--- config.mk ---
export PLATFORM = sky130hd
export DESIGN_NAME = pll_feedback_divider_codec_top
export DESIGN_NICKNAME = d
export VERILOG_FILES = /design/src/sv/pfdc_pkg.sv /design/src/sv/pll_feedback_divider_codec_top.sv /design/src/sv/pfdc_ctrl.sv /design/src/sv/pfdc_datapath.sv
export SDC_FILE = /design/constraint.sdc
export NUM_CORES = 1
export LEC_CHECK = 0
export BUFFER_PORTS_ARGS = -buffer_cell sky130_fd_sc_hd__buf_2
export CAP_MARGIN = 40
export CORE_ASPECT_RATIO = 0.6
export CORE_UTILIZATION = 45
export CTS_BUF_LIST = sky130_fd_sc_hd__clkbuf_4 sky130_fd_sc_hd__clkbuf_8
export DETAILED_ROUTE_END_ITERATION = 6
export MAX_ROUTING_LAYER = met4
export PLACE_DENSITY_LB_ADDON = 0.15
export REMOVE_ABC_BUFFERS = 1
export SLEW_MARGIN = 0
export SYNTH_ARGS = -nofsm -noshare
export SYNTH_HDL_FRONTEND = slang
export SYNTH_HIERARCHICAL = 1
export SYNTH_SLANG_ARGS = --single-unit
--- constraint.sdc ---
create_clock -name clk -period 4.1 [get_ports clk]
set_input_delay 0.41 -clock clk [delete_from_list [all_inputs] [get_ports clk]]
set_output_delay 0.41 -clock clk [all_outputs]
set_load 0.02 [all_outputs]
--- src/sv/pfdc_pkg.sv ---
// ----------------------------------------------------------------------------
// pfdc_pkg
// shared constants, types and command/status structs for the pll feedback
// divider codec
// ----------------------------------------------------------------------------
package pfdc_pkg;

	// largest multiplier that the lfsr sequence covers
	localparam int unsigned MSEL_MAX = 32768;

	// field widths
	localparam int unsigned M_W     = 16;
	localparam int unsigned CODE_W  = 17;
	localparam int unsigned PROP_W  = 5;
	localparam int unsigned INTEG_W = 7;

	// step counter holds MSEL_MAX + 1
	localparam int unsigned CNT_W = $clog2(MSEL_MAX + 2);

	// divider for the mid-range integral selector: 1024 / (m + 9)
	localparam int unsigned DIVIDEND = 1024;
	localparam int unsigned DIV_ADD  = 9;
	localparam int unsigned REM_W    = $clog2(DIVIDEND + 1);
	localparam int unsigned D_W      = 9;
	localparam int unsigned Q_W      = 4;

	// codes
	localparam logic [CODE_W-1:0] SEED     = CODE_W'(17'h04000);
	localparam logic [CODE_W-1:0] CODE_ONE = CODE_W'(17'h18003);
	localparam logic [CODE_W-1:0] CODE_TWO = CODE_W'(17'h10003);

	// selector thresholds
	localparam logic [M_W-1:0] INTEG_T1   = M_W'(16384);
	localparam logic [M_W-1:0] INTEG_T2   = M_W'(8192);
	localparam logic [M_W-1:0] INTEG_T3   = M_W'(2048);
	localparam logic [M_W-1:0] INTEG_T4   = M_W'(501);
	localparam logic [M_W-1:0] LOW_LIMIT  = M_W'(60);
	localparam logic [M_W-1:0] LOW_MASK   = M_W'(16'h003c);
	localparam logic [PROP_W-1:0] PROP_MAX = PROP_W'(31);

	// operation kinds
	localparam logic KIND_ENCODE = 1'b0;
	localparam logic KIND_DECODE = 1'b1;

	// controller to datapath
	typedef struct packed {
		logic load;
		logic div_step;
		logic lfsr_step;
		logic out_load;
	} cmd_t;

	// datapath to controller
	typedef struct packed {
		logic div_done;
		logic lfsr_done;
	} status_t;

endpackage

--- src/sv/pll_feedback_divider_codec_top.sv ---
// sequence: load, then d divider steps, then s lfsr steps, then the output register;
//   d up to 14, only for multipliers 60..500, s up to MSEL_MAX + 1
// words pass one at a time through the single shared lfsr stepper; the next
// word is taken once the last waits in the output register, not before
// reset: arst_n clears the controller state and the output valid flag;
//   no memories, no clearing pass
// ----------------------------------------------------------------------------
// pll_feedback_divider_codec_top
// converts a pll feedback multiplier to and from its scrambled 17-bit code
// and gives the loop filter selectors on encode
// ----------------------------------------------------------------------------
module pll_feedback_divider_codec_top (
	input  logic                            clk,
	input  logic                            arst_n,
	input  logic                            in_valid,
	output logic                            in_stall,
	input  logic                            kind,
	input  logic [pfdc_pkg::M_W-1:0]        multiplier,
	input  logic [pfdc_pkg::CODE_W-1:0]     code_in,
	output logic                            out_valid,
	input  logic                            out_stall,
	output logic [pfdc_pkg::CODE_W-1:0]     code_out,
	output logic [pfdc_pkg::PROP_W-1:0]     prop_select,
	output logic [pfdc_pkg::INTEG_W-1:0]    integ_select,
	output logic [pfdc_pkg::M_W-1:0]        multiplier_out,
	output logic                            found
);

	pfdc_pkg::cmd_t    cmd;
	pfdc_pkg::status_t status;

	// sequencer
	pfdc_ctrl u_ctrl (
		.clk       (clk),
		.arst_n    (arst_n),
		.in_valid  (in_valid),
		.in_stall  (in_stall),
		.out_valid (out_valid),
		.out_stall (out_stall),
		.status    (status),
		.cmd       (cmd)
	);

	// datapath
	pfdc_datapath u_datapath (
		.clk            (clk),
		.cmd            (cmd),
		.status         (status),
		.kind           (kind),
		.multiplier     (multiplier),
		.code_in        (code_in),
		.code_out       (code_out),
		.prop_select    (prop_select),
		.integ_select   (integ_select),
		.multiplier_out (multiplier_out),
		.found          (found)
	);

endmodule

--- src/sv/pfdc_ctrl.sv ---
// ----------------------------------------------------------------------------
// pfdc_ctrl
// sequencer: takes a word, runs the divider, then the lfsr stepper, then
// hands the result to the output register
// ----------------------------------------------------------------------------
module pfdc_ctrl (
	input  logic              clk,
	input  logic              arst_n,
	input  logic              in_valid,
	output logic              in_stall,
	output logic              out_valid,
	input  logic              out_stall,
	input  pfdc_pkg::status_t status,
	output pfdc_pkg::cmd_t    cmd
);

	typedef enum logic [3:0] {
		S_IDLE = 4'b0001,
		S_DIV  = 4'b0010,
		S_LFSR = 4'b0100,
		S_DONE = 4'b1000
	} state_t;

	state_t state_q;
	state_t state_nxt;
	logic   out_valid_q;
	logic   out_free;

	// output register can take a word when empty or being drained
	assign out_free = !out_valid_q || !out_stall;

	// next state and commands
	always_comb begin
		state_nxt     = state_q;
		cmd           = '0;
		unique case (state_q)
			S_IDLE: begin
				if (in_valid) begin
					cmd.load  = 1'b1;
					state_nxt = S_DIV;
				end
			end
			S_DIV: begin
				if (status.div_done) begin
					state_nxt = S_LFSR;
				end else begin
					cmd.div_step = 1'b1;
				end
			end
			S_LFSR: begin
				if (status.lfsr_done) begin
					state_nxt = S_DONE;
				end else begin
					cmd.lfsr_step = 1'b1;
				end
			end
			S_DONE: begin
				if (out_free) begin
					cmd.out_load = 1'b1;
					state_nxt    = S_IDLE;
				end
			end
			default: begin
				state_nxt = S_IDLE;
			end
		endcase
	end

	// state register
	always_ff @(posedge clk or negedge arst_n) begin
		if (!arst_n) begin
			state_q <= S_IDLE;
		end else begin
			state_q <= state_nxt;
		end
	end

	// output valid flag
	always_ff @(posedge clk or negedge arst_n) begin
		if (!arst_n) begin
			out_valid_q <= 1'b0;
		end else if (cmd.out_load) begin
			out_valid_q <= 1'b1;
		end else if (!out_stall) begin
			out_valid_q <= 1'b0;
		end
	end

	assign in_stall  = (state_q != S_IDLE);
	assign out_valid = out_valid_q;

	// an accepted word always starts the divider phase
	a_load_to_div: assert property (@(posedge clk) disable iff (!arst_n)
		(in_valid && !in_stall) |=> (state_q == S_DIV))
		else $error("accepted word did not start the divider phase");

	// a new result only appears after the sequence finished
	a_valid_after_done: assert property (@(posedge clk) disable iff (!arst_n)
		$rose(out_valid) |-> ($past(state_q) == S_DONE))
		else $error("output valid rose without a finished word");

	// the stepper never moves past its end condition
	a_no_overstep: assert property (@(posedge clk) disable iff (!arst_n)
		cmd.lfsr_step |-> !status.lfsr_done)
		else $error("lfsr stepped after reaching its end");

	// a waiting result is never overwritten
	a_no_overwrite: assert property (@(posedge clk) disable iff (!arst_n)
		(out_valid && out_stall) |-> !cmd.out_load)
		else $error("output register overwritten while stalled");

endmodule

--- src/sv/pfdc_datapath.sv ---
// ----------------------------------------------------------------------------
// pfdc_datapath
// operand registers, shared lfsr stepper, subtract-and-count divider for the
// integral selector, and the output register
// ----------------------------------------------------------------------------
module pfdc_datapath (
	input  logic                                 clk,
	input  pfdc_pkg::cmd_t                       cmd,
	output pfdc_pkg::status_t                    status,
	input  logic                                 kind,
	input  logic [pfdc_pkg::M_W-1:0]             multiplier,
	input  logic [pfdc_pkg::CODE_W-1:0]          code_in,
	output logic [pfdc_pkg::CODE_W-1:0]          code_out,
	output logic [pfdc_pkg::PROP_W-1:0]          prop_select,
	output logic [pfdc_pkg::INTEG_W-1:0]         integ_select,
	output logic [pfdc_pkg::M_W-1:0]             multiplier_out,
	output logic                                 found
);

	// operand and working registers
	logic                           kind_q;
	logic [pfdc_pkg::M_W-1:0]       m_q;
	logic [pfdc_pkg::CODE_W-1:0]    c_q;
	logic [pfdc_pkg::CODE_W-1:0]    x_q;
	logic [pfdc_pkg::CNT_W-1:0]     cnt_q;
	logic [pfdc_pkg::REM_W-1:0]     rem_q;
	logic [pfdc_pkg::Q_W-1:0]       quo_q;
	logic [pfdc_pkg::D_W-1:0]       d_q;
	logic                           div_act_q;

	// output registers
	logic [pfdc_pkg::CODE_W-1:0]    code_out_q;
	logic [pfdc_pkg::PROP_W-1:0]    prop_q;
	logic [pfdc_pkg::INTEG_W-1:0]   integ_q;
	logic [pfdc_pkg::M_W-1:0]       mult_out_q;
	logic                           found_q;

	// load-time values
	logic [pfdc_pkg::CNT_W-1:0]     cnt_init;
	logic                           div_act_init;

	// step values and result logic
	logic [pfdc_pkg::CODE_W-1:0]    enc_next;
	logic [pfdc_pkg::CODE_W-1:0]    dec_next;
	logic [pfdc_pkg::CODE_W-1:0]    enc_code;
	logic [pfdc_pkg::PROP_W-1:0]    prop_val;
	logic [pfdc_pkg::INTEG_W-1:0]   integ_val;
	logic [pfdc_pkg::INTEG_W-1:0]   div_integ;
	logic [pfdc_pkg::M_W-1:0]       dec_mult;

	// step count at load
	always_comb begin
		cnt_init = '0;
		if (kind == pfdc_pkg::KIND_ENCODE) begin
			if (multiplier > pfdc_pkg::M_W'(2) &&
			    32'(multiplier) <= pfdc_pkg::MSEL_MAX) begin
				cnt_init = pfdc_pkg::CNT_W'(pfdc_pkg::MSEL_MAX + 32'd1 - 32'(multiplier));
			end
		end else if (code_in != pfdc_pkg::CODE_ONE && code_in != pfdc_pkg::CODE_TWO) begin
			cnt_init = pfdc_pkg::CNT_W'(pfdc_pkg::MSEL_MAX + 32'd1);
		end
	end

	assign div_act_init = (kind == pfdc_pkg::KIND_ENCODE) &&
		(multiplier >= pfdc_pkg::LOW_LIMIT) && (multiplier < pfdc_pkg::INTEG_T4);

	// one lfsr step in each direction
	assign enc_next = {2'b00, x_q[0] ^ x_q[1], x_q[14:1]};
	assign dec_next = {2'b00, x_q[13:0], x_q[0] ^ x_q[14]};

	// status back to the controller
	assign status.div_done  = !div_act_q || (rem_q < pfdc_pkg::REM_W'(d_q));
	assign status.lfsr_done = (cnt_q == '0) ||
		((kind_q == pfdc_pkg::KIND_DECODE) && (x_q == pfdc_pkg::SEED));

	// working registers
	always_ff @(posedge clk) begin
		if (cmd.load) begin
			kind_q    <= kind;
			m_q       <= multiplier;
			c_q       <= code_in;
			x_q       <= (kind == pfdc_pkg::KIND_ENCODE) ? pfdc_pkg::SEED : code_in;
			cnt_q     <= cnt_init;
			rem_q     <= pfdc_pkg::REM_W'(pfdc_pkg::DIVIDEND);
			quo_q     <= '0;
			d_q       <= pfdc_pkg::D_W'(multiplier + pfdc_pkg::M_W'(pfdc_pkg::DIV_ADD));
			div_act_q <= div_act_init;
		end
		if (cmd.div_step) begin
			rem_q <= rem_q - pfdc_pkg::REM_W'(d_q);
			quo_q <= quo_q + pfdc_pkg::Q_W'(1);
		end
		if (cmd.lfsr_step) begin
			x_q   <= (kind_q == pfdc_pkg::KIND_ENCODE) ? enc_next : dec_next;
			cnt_q <= cnt_q - pfdc_pkg::CNT_W'(1);
		end
	end

	// encode code with fixed small values
	always_comb begin
		if (m_q == pfdc_pkg::M_W'(0)) begin
			enc_code = '0;
		end else if (m_q == pfdc_pkg::M_W'(1)) begin
			enc_code = pfdc_pkg::CODE_ONE;
		end else if (m_q == pfdc_pkg::M_W'(2)) begin
			enc_code = pfdc_pkg::CODE_TWO;
		end else begin
			enc_code = x_q;
		end
	end

	// proportional selector
	assign prop_val = (m_q < pfdc_pkg::LOW_LIMIT) ?
		(pfdc_pkg::PROP_W'(m_q[5:1]) + pfdc_pkg::PROP_W'(1)) : pfdc_pkg::PROP_MAX;

	// divider quotient times four, with the quotient one higher when the division is exact
	assign div_integ = (rem_q == '0) ?
		pfdc_pkg::INTEG_W'({5'(quo_q) + 5'd1, 2'b00}) :
		pfdc_pkg::INTEG_W'({quo_q, 2'b00});

	// integral selector
	always_comb begin
		if (m_q > pfdc_pkg::INTEG_T1) begin
			integ_val = pfdc_pkg::INTEG_W'(1);
		end else if (m_q > pfdc_pkg::INTEG_T2) begin
			integ_val = pfdc_pkg::INTEG_W'(2);
		end else if (m_q > pfdc_pkg::INTEG_T3) begin
			integ_val = pfdc_pkg::INTEG_W'(4);
		end else if (m_q >= pfdc_pkg::INTEG_T4) begin
			integ_val = pfdc_pkg::INTEG_W'(8);
		end else if (m_q >= pfdc_pkg::LOW_LIMIT) begin
			integ_val = div_integ;
		end else begin
			integ_val = pfdc_pkg::INTEG_W'(m_q & pfdc_pkg::LOW_MASK) + pfdc_pkg::INTEG_W'(4);
		end
	end

	// decoded multiplier: remaining count, zero when out of range
	always_comb begin
		if (c_q == pfdc_pkg::CODE_ONE) begin
			dec_mult = pfdc_pkg::M_W'(1);
		end else if (c_q == pfdc_pkg::CODE_TWO) begin
			dec_mult = pfdc_pkg::M_W'(2);
		end else if (32'(cnt_q) > pfdc_pkg::MSEL_MAX) begin
			dec_mult = '0;
		end else begin
			dec_mult = pfdc_pkg::M_W'(cnt_q);
		end
	end

	// output register
	always_ff @(posedge clk) begin
		if (cmd.out_load) begin
			if (kind_q == pfdc_pkg::KIND_ENCODE) begin
				code_out_q <= enc_code;
				prop_q     <= prop_val;
				integ_q    <= integ_val;
				mult_out_q <= '0;
				found_q    <= 1'b1;
			end else begin
				code_out_q <= '0;
				prop_q     <= '0;
				integ_q    <= '0;
				mult_out_q <= dec_mult;
				found_q    <= (dec_mult != '0);
			end
		end
	end

	assign code_out       = code_out_q;
	assign prop_select    = prop_q;
	assign integ_select   = integ_q;
	assign multiplier_out = mult_out_q;
	assign found          = found_q;

endmodule

==> flow_summary.json <==
{
  "final_util": 0.5329,
  "area_growth_pct": 14.11,
  "power_density_mw_per_mm2": 514.4,
  "ys_ff_latch": 143,
  "ys.flop_type": "edfxtp_1",
  "grt_pass1_vias": 4722,
  "viasPerCell": 5.541,
  "pre_cts_ws_ps": 427.8,
  "grt_use_total": 0.2106,
  "nNetsFinal": 743,
  "grt_max_degree": 48,
  "die_area_mm2": 0.01671,
  "clkLatencyLatePin_ps": 440,
  "tightest_slew_ps": 867.4,
  "drc": 7,
  "ios": 86,
  "routed_wl_um": 16250,
  "synth_edf_count": 138,
  "r2r-start": "u_datapath/cnt_q[10]$_DFFE_PP_",
  "endpoint_kind": "flip-flop",
  "stdcell_count": 896,
  "layout_common_cells": "138 x edfxtp_1, 85 x buf_2, 37 x nand2_1",
  "vdd_drop_max_mv": 0.2089,
  "synth_area_per_cell_um2": 12.32,
  "mostFrequentLayoutCell": "edfxtp_1",
  "final_area_mm2": 0.008308,
  "fin_crit_ps": 3702,
  "cp_data_arrival_time_ps": 4000,
  "status": "finished, violations left",
  "place_area_mm2": 0.007933,
  "skew_ps": 19.67,
  "yosysSeqAreaShare": 0.5865,
  "io_buffers": 85,
  "synth.distinct_cells": 62,
  "hold_start": "code_in[6]",
  "antenna_found_initial": 0,
  "drv_slew": 0,
  "netlist_area_mm2": 0.007281,
  "initial_core_util": 0.4670,
  "dp.cells": 863,
  "drt-pass1-iter-count": 7,
  "worstSetupPathType": "flip-flop to flip-flop",
  "clk_path_buf_depth": 2,
  "row_count": 35,
  "relSlewSlack": 0.4178,
  "h-tree-depth": 4,
  "clkTransAtPathRegs_ps": 100,
  "fmax_ghz": 0.2701,
  "hpwl_um": 11950,
  "yosys_warnings": 6,
  "hold_class": "input port to flip-flop",
  "vias": 4965,
  "drt_iter0_drc": 345,
  "ys_async_sr_fraction": 0.03497,
  "fin_crit_sh": 0.9029,
  "holdPathEnd": "u_datapath/c_q[6]$_DFFE_PP_",
  "setup_ws_ps": 398.0,
  "max_stage_delay_ps": 680,
  "cts_sinks": 143,
  "antenna_cells": 0,
  "cap_violations": 0,
  "critPathBufInv": 1,
  "syn_inst": 591,
  "crit_fanout": 11,
  "reg2regPathDepth": 9,
  "drive_gt1_frac": 0.2222,
  "violations": "DRC",
  "postCtsSetupRepairBufs": 0,
  "drtAntennaViolNets": 0,
  "cts_buffers": 17,
  "clockRootBuffer": "clkbuf_8",
  "final-setup-viol-count": 0,
  "rrSetupSlack_ps": 400,
  "place.gp.congestion": 0.8446,
  "crit-reg2reg-capture": "u_datapath/cnt_q[2]$_DFFE_PP_",
  "leakage_nw": 3.059,
  "die_w_um": 166.2,
  "overflow": 0,
  "worstPathCellList": "or4_4 -> or3_4 -> nor3_1 -> inv_1 -> o21ai_0 -> nor4_2 -> or3_1 -> o21ai_1 -> a22o_1",
  "crit_slowest_cell": "o21ai_1",
  "core_area_mm2": 0.01559,
  "min_path_cells": 1,
  "crit_family": "simple AND/OR/NAND/NOR gates",
  "detail_route.wl_per_cell_um": 18.14,
  "worst_ep_required_time_ps": 4400,
  "grt_pass1_wl_um": 25700,
  "startpoint_type": "flip-flop",
  "rsz0062_at_grt": "false",
  "die_h_um": 100.5,
  "finalHoldViolCount": 0,
  "cts_tree": "yes"
}
-- through the flow --
step	hold slack (ps)	setup TNS, ps	total power [mW]
after global routing	150.8	0	4.512
after floorplan	114.4	-66050	2.914
after detailed placement	240.8	0	3.252
after global placement	234.0	0	3.229
after CTS	158.3	0	4.297
final	185.6	0	4.273
-- synth_stat cells (7+ instances only) --
cell type | instances | area, um2
a21oi_1 | 21 | 105.1
a22o_1 | 24 | 210.2
a31oi_1 | 7 | 43.79
and2_1 | 37 | 231.5
clkbuf_1 | 19 | 71.32
edfxtp_1 | 138 | 4144
ha_1 | 24 | 300.3
inv_1 | 28 | 105.1
mux2_2 | 15 | 168.9
nand2_1 | 37 | 138.9
nand2b_1 | 9 | 56.30
nand3_1 | 14 | 70.07
nand4_1 | 9 | 56.30
nor2_1 | 29 | 108.9
nor2b_1 | 10 | 62.56
nor3_1 | 17 | 85.08
nor3b_1 | 8 | 60.06
nor4_1 | 15 | 93.84
o21ai_0 | 11 | 55.05
xnor2_1 | 18 | 157.7
xor2_1 | 28 | 245.2
-- power by group --
group	leakage [nW]	switching, mW	internal [mW]
Combinational	1.53	0.606	0.419
Sequential	1.35	0.230	1.98
Clock	0.178	0.593	0.446
Total	3.06	1.43	2.84
-- metal layers --
| metal | vias to the layer above | global-route usage | wire length (um) | share of wire |
|---|---|---|---|---|
| met5 | - | - | 0 | 0 |
| met2 | 151 | 0.2859 | 6714 | 0.41 |
| li1 | 2377 | - | - | - |
| met4 | 0 | 0.06553 | 156 | 0.0096 |
| met3 | 16 | 0.04240 | 930 | 0.057 |
| met1 | 2421 | 0.3137 | 8448 | 0.52 |
-- worst reg2reg max path: cells and delay by family, from the launching register on --
| family | cells | cell delay, ps |
|---|---|---|
| AO/OA/AOI/OAI | 3 | 1270 |
| buffers and inverters | 1 | 70 |
| flip-flops | 1 | 440 |
| AND/OR/NAND/NOR | 5 | 1780 |
-- what timing repair did --
item / CTS / global route
hold endpoints to repair: 5 / 0
hold buffers: 1 / 0
gates resized for setup: 0 / 0
-- area by class of cell --
cell class / instances / area [um2]
fill: 1388 / 7282
sequential: 143 / 4270
multi-input combinational: 398 / 2833
timing repair buffer: 92 / 480.5
tap: 203 / 254.0
clock buffer: 18 / 241.5
clock inverter: 14 / 123.9
inverter: 28 / 105.1
-- how the worst max path moves through the flow --
stage	startpoint	to	slack (ps)	cells past startpoint
after floorplan	u_datapath/kind_q$_DFFE_PP_	u_datapath/x_q[0]$_DFFE_PP_	-1310	7
after CTS	u_datapath/cnt_q[10]$_DFFE_PP_	u_datapath/cnt_q[8]$_DFFE_PP_	320	9
final	u_datapath/cnt_q[10]$_DFFE_PP_	u_datapath/cnt_q[2]$_DFFE_PP_	400	9
after detailed placement	u_datapath/cnt_q[10]$_DFFE_PP_	u_datapath/cnt_q[8]$_DFFE_PP_	430	9
after global placement	u_datapath/cnt_q[10]$_DFFE_PP_	u_datapath/cnt_q[10]$_DFFE_PP_	500	9
after global routing	u_datapath/cnt_q[8]$_DFFE_PP_	u_datapath/cnt_q[14]$_DFFE_PP_	150	9
-- sequential cells by signal (all words and copies together) (netlist names), 5 cells and up --
name / flops
u_datapath/c_q: 17
u_datapath/code_out: 17
u_datapath/x_q: 17
u_datapath/cnt_q: 16
u_datapath/m_q: 16
u_datapath/multiplier_out: 16
u_datapath/rem_q: 11
u_datapath/d_q: 9
u_datapath/integ_select: 7
u_datapath/prop_select: 5
-- logic make-up after synthesis --
| group | after synthesis | share of synthesized area |
|---|---|---|
| buf+inv | 50 | 0.02698 |
| compound gates | 89 | 0.08696 |
| fa+ha+maj | 25 | 0.04399 |
| flops | 143 | 0.5865 |
| xor+xnor | 46 | 0.05534 |
| mux | 19 | 0.02870 |
| simple gates | 219 | 0.1715 |
Power figures use the tool's default switching activity.
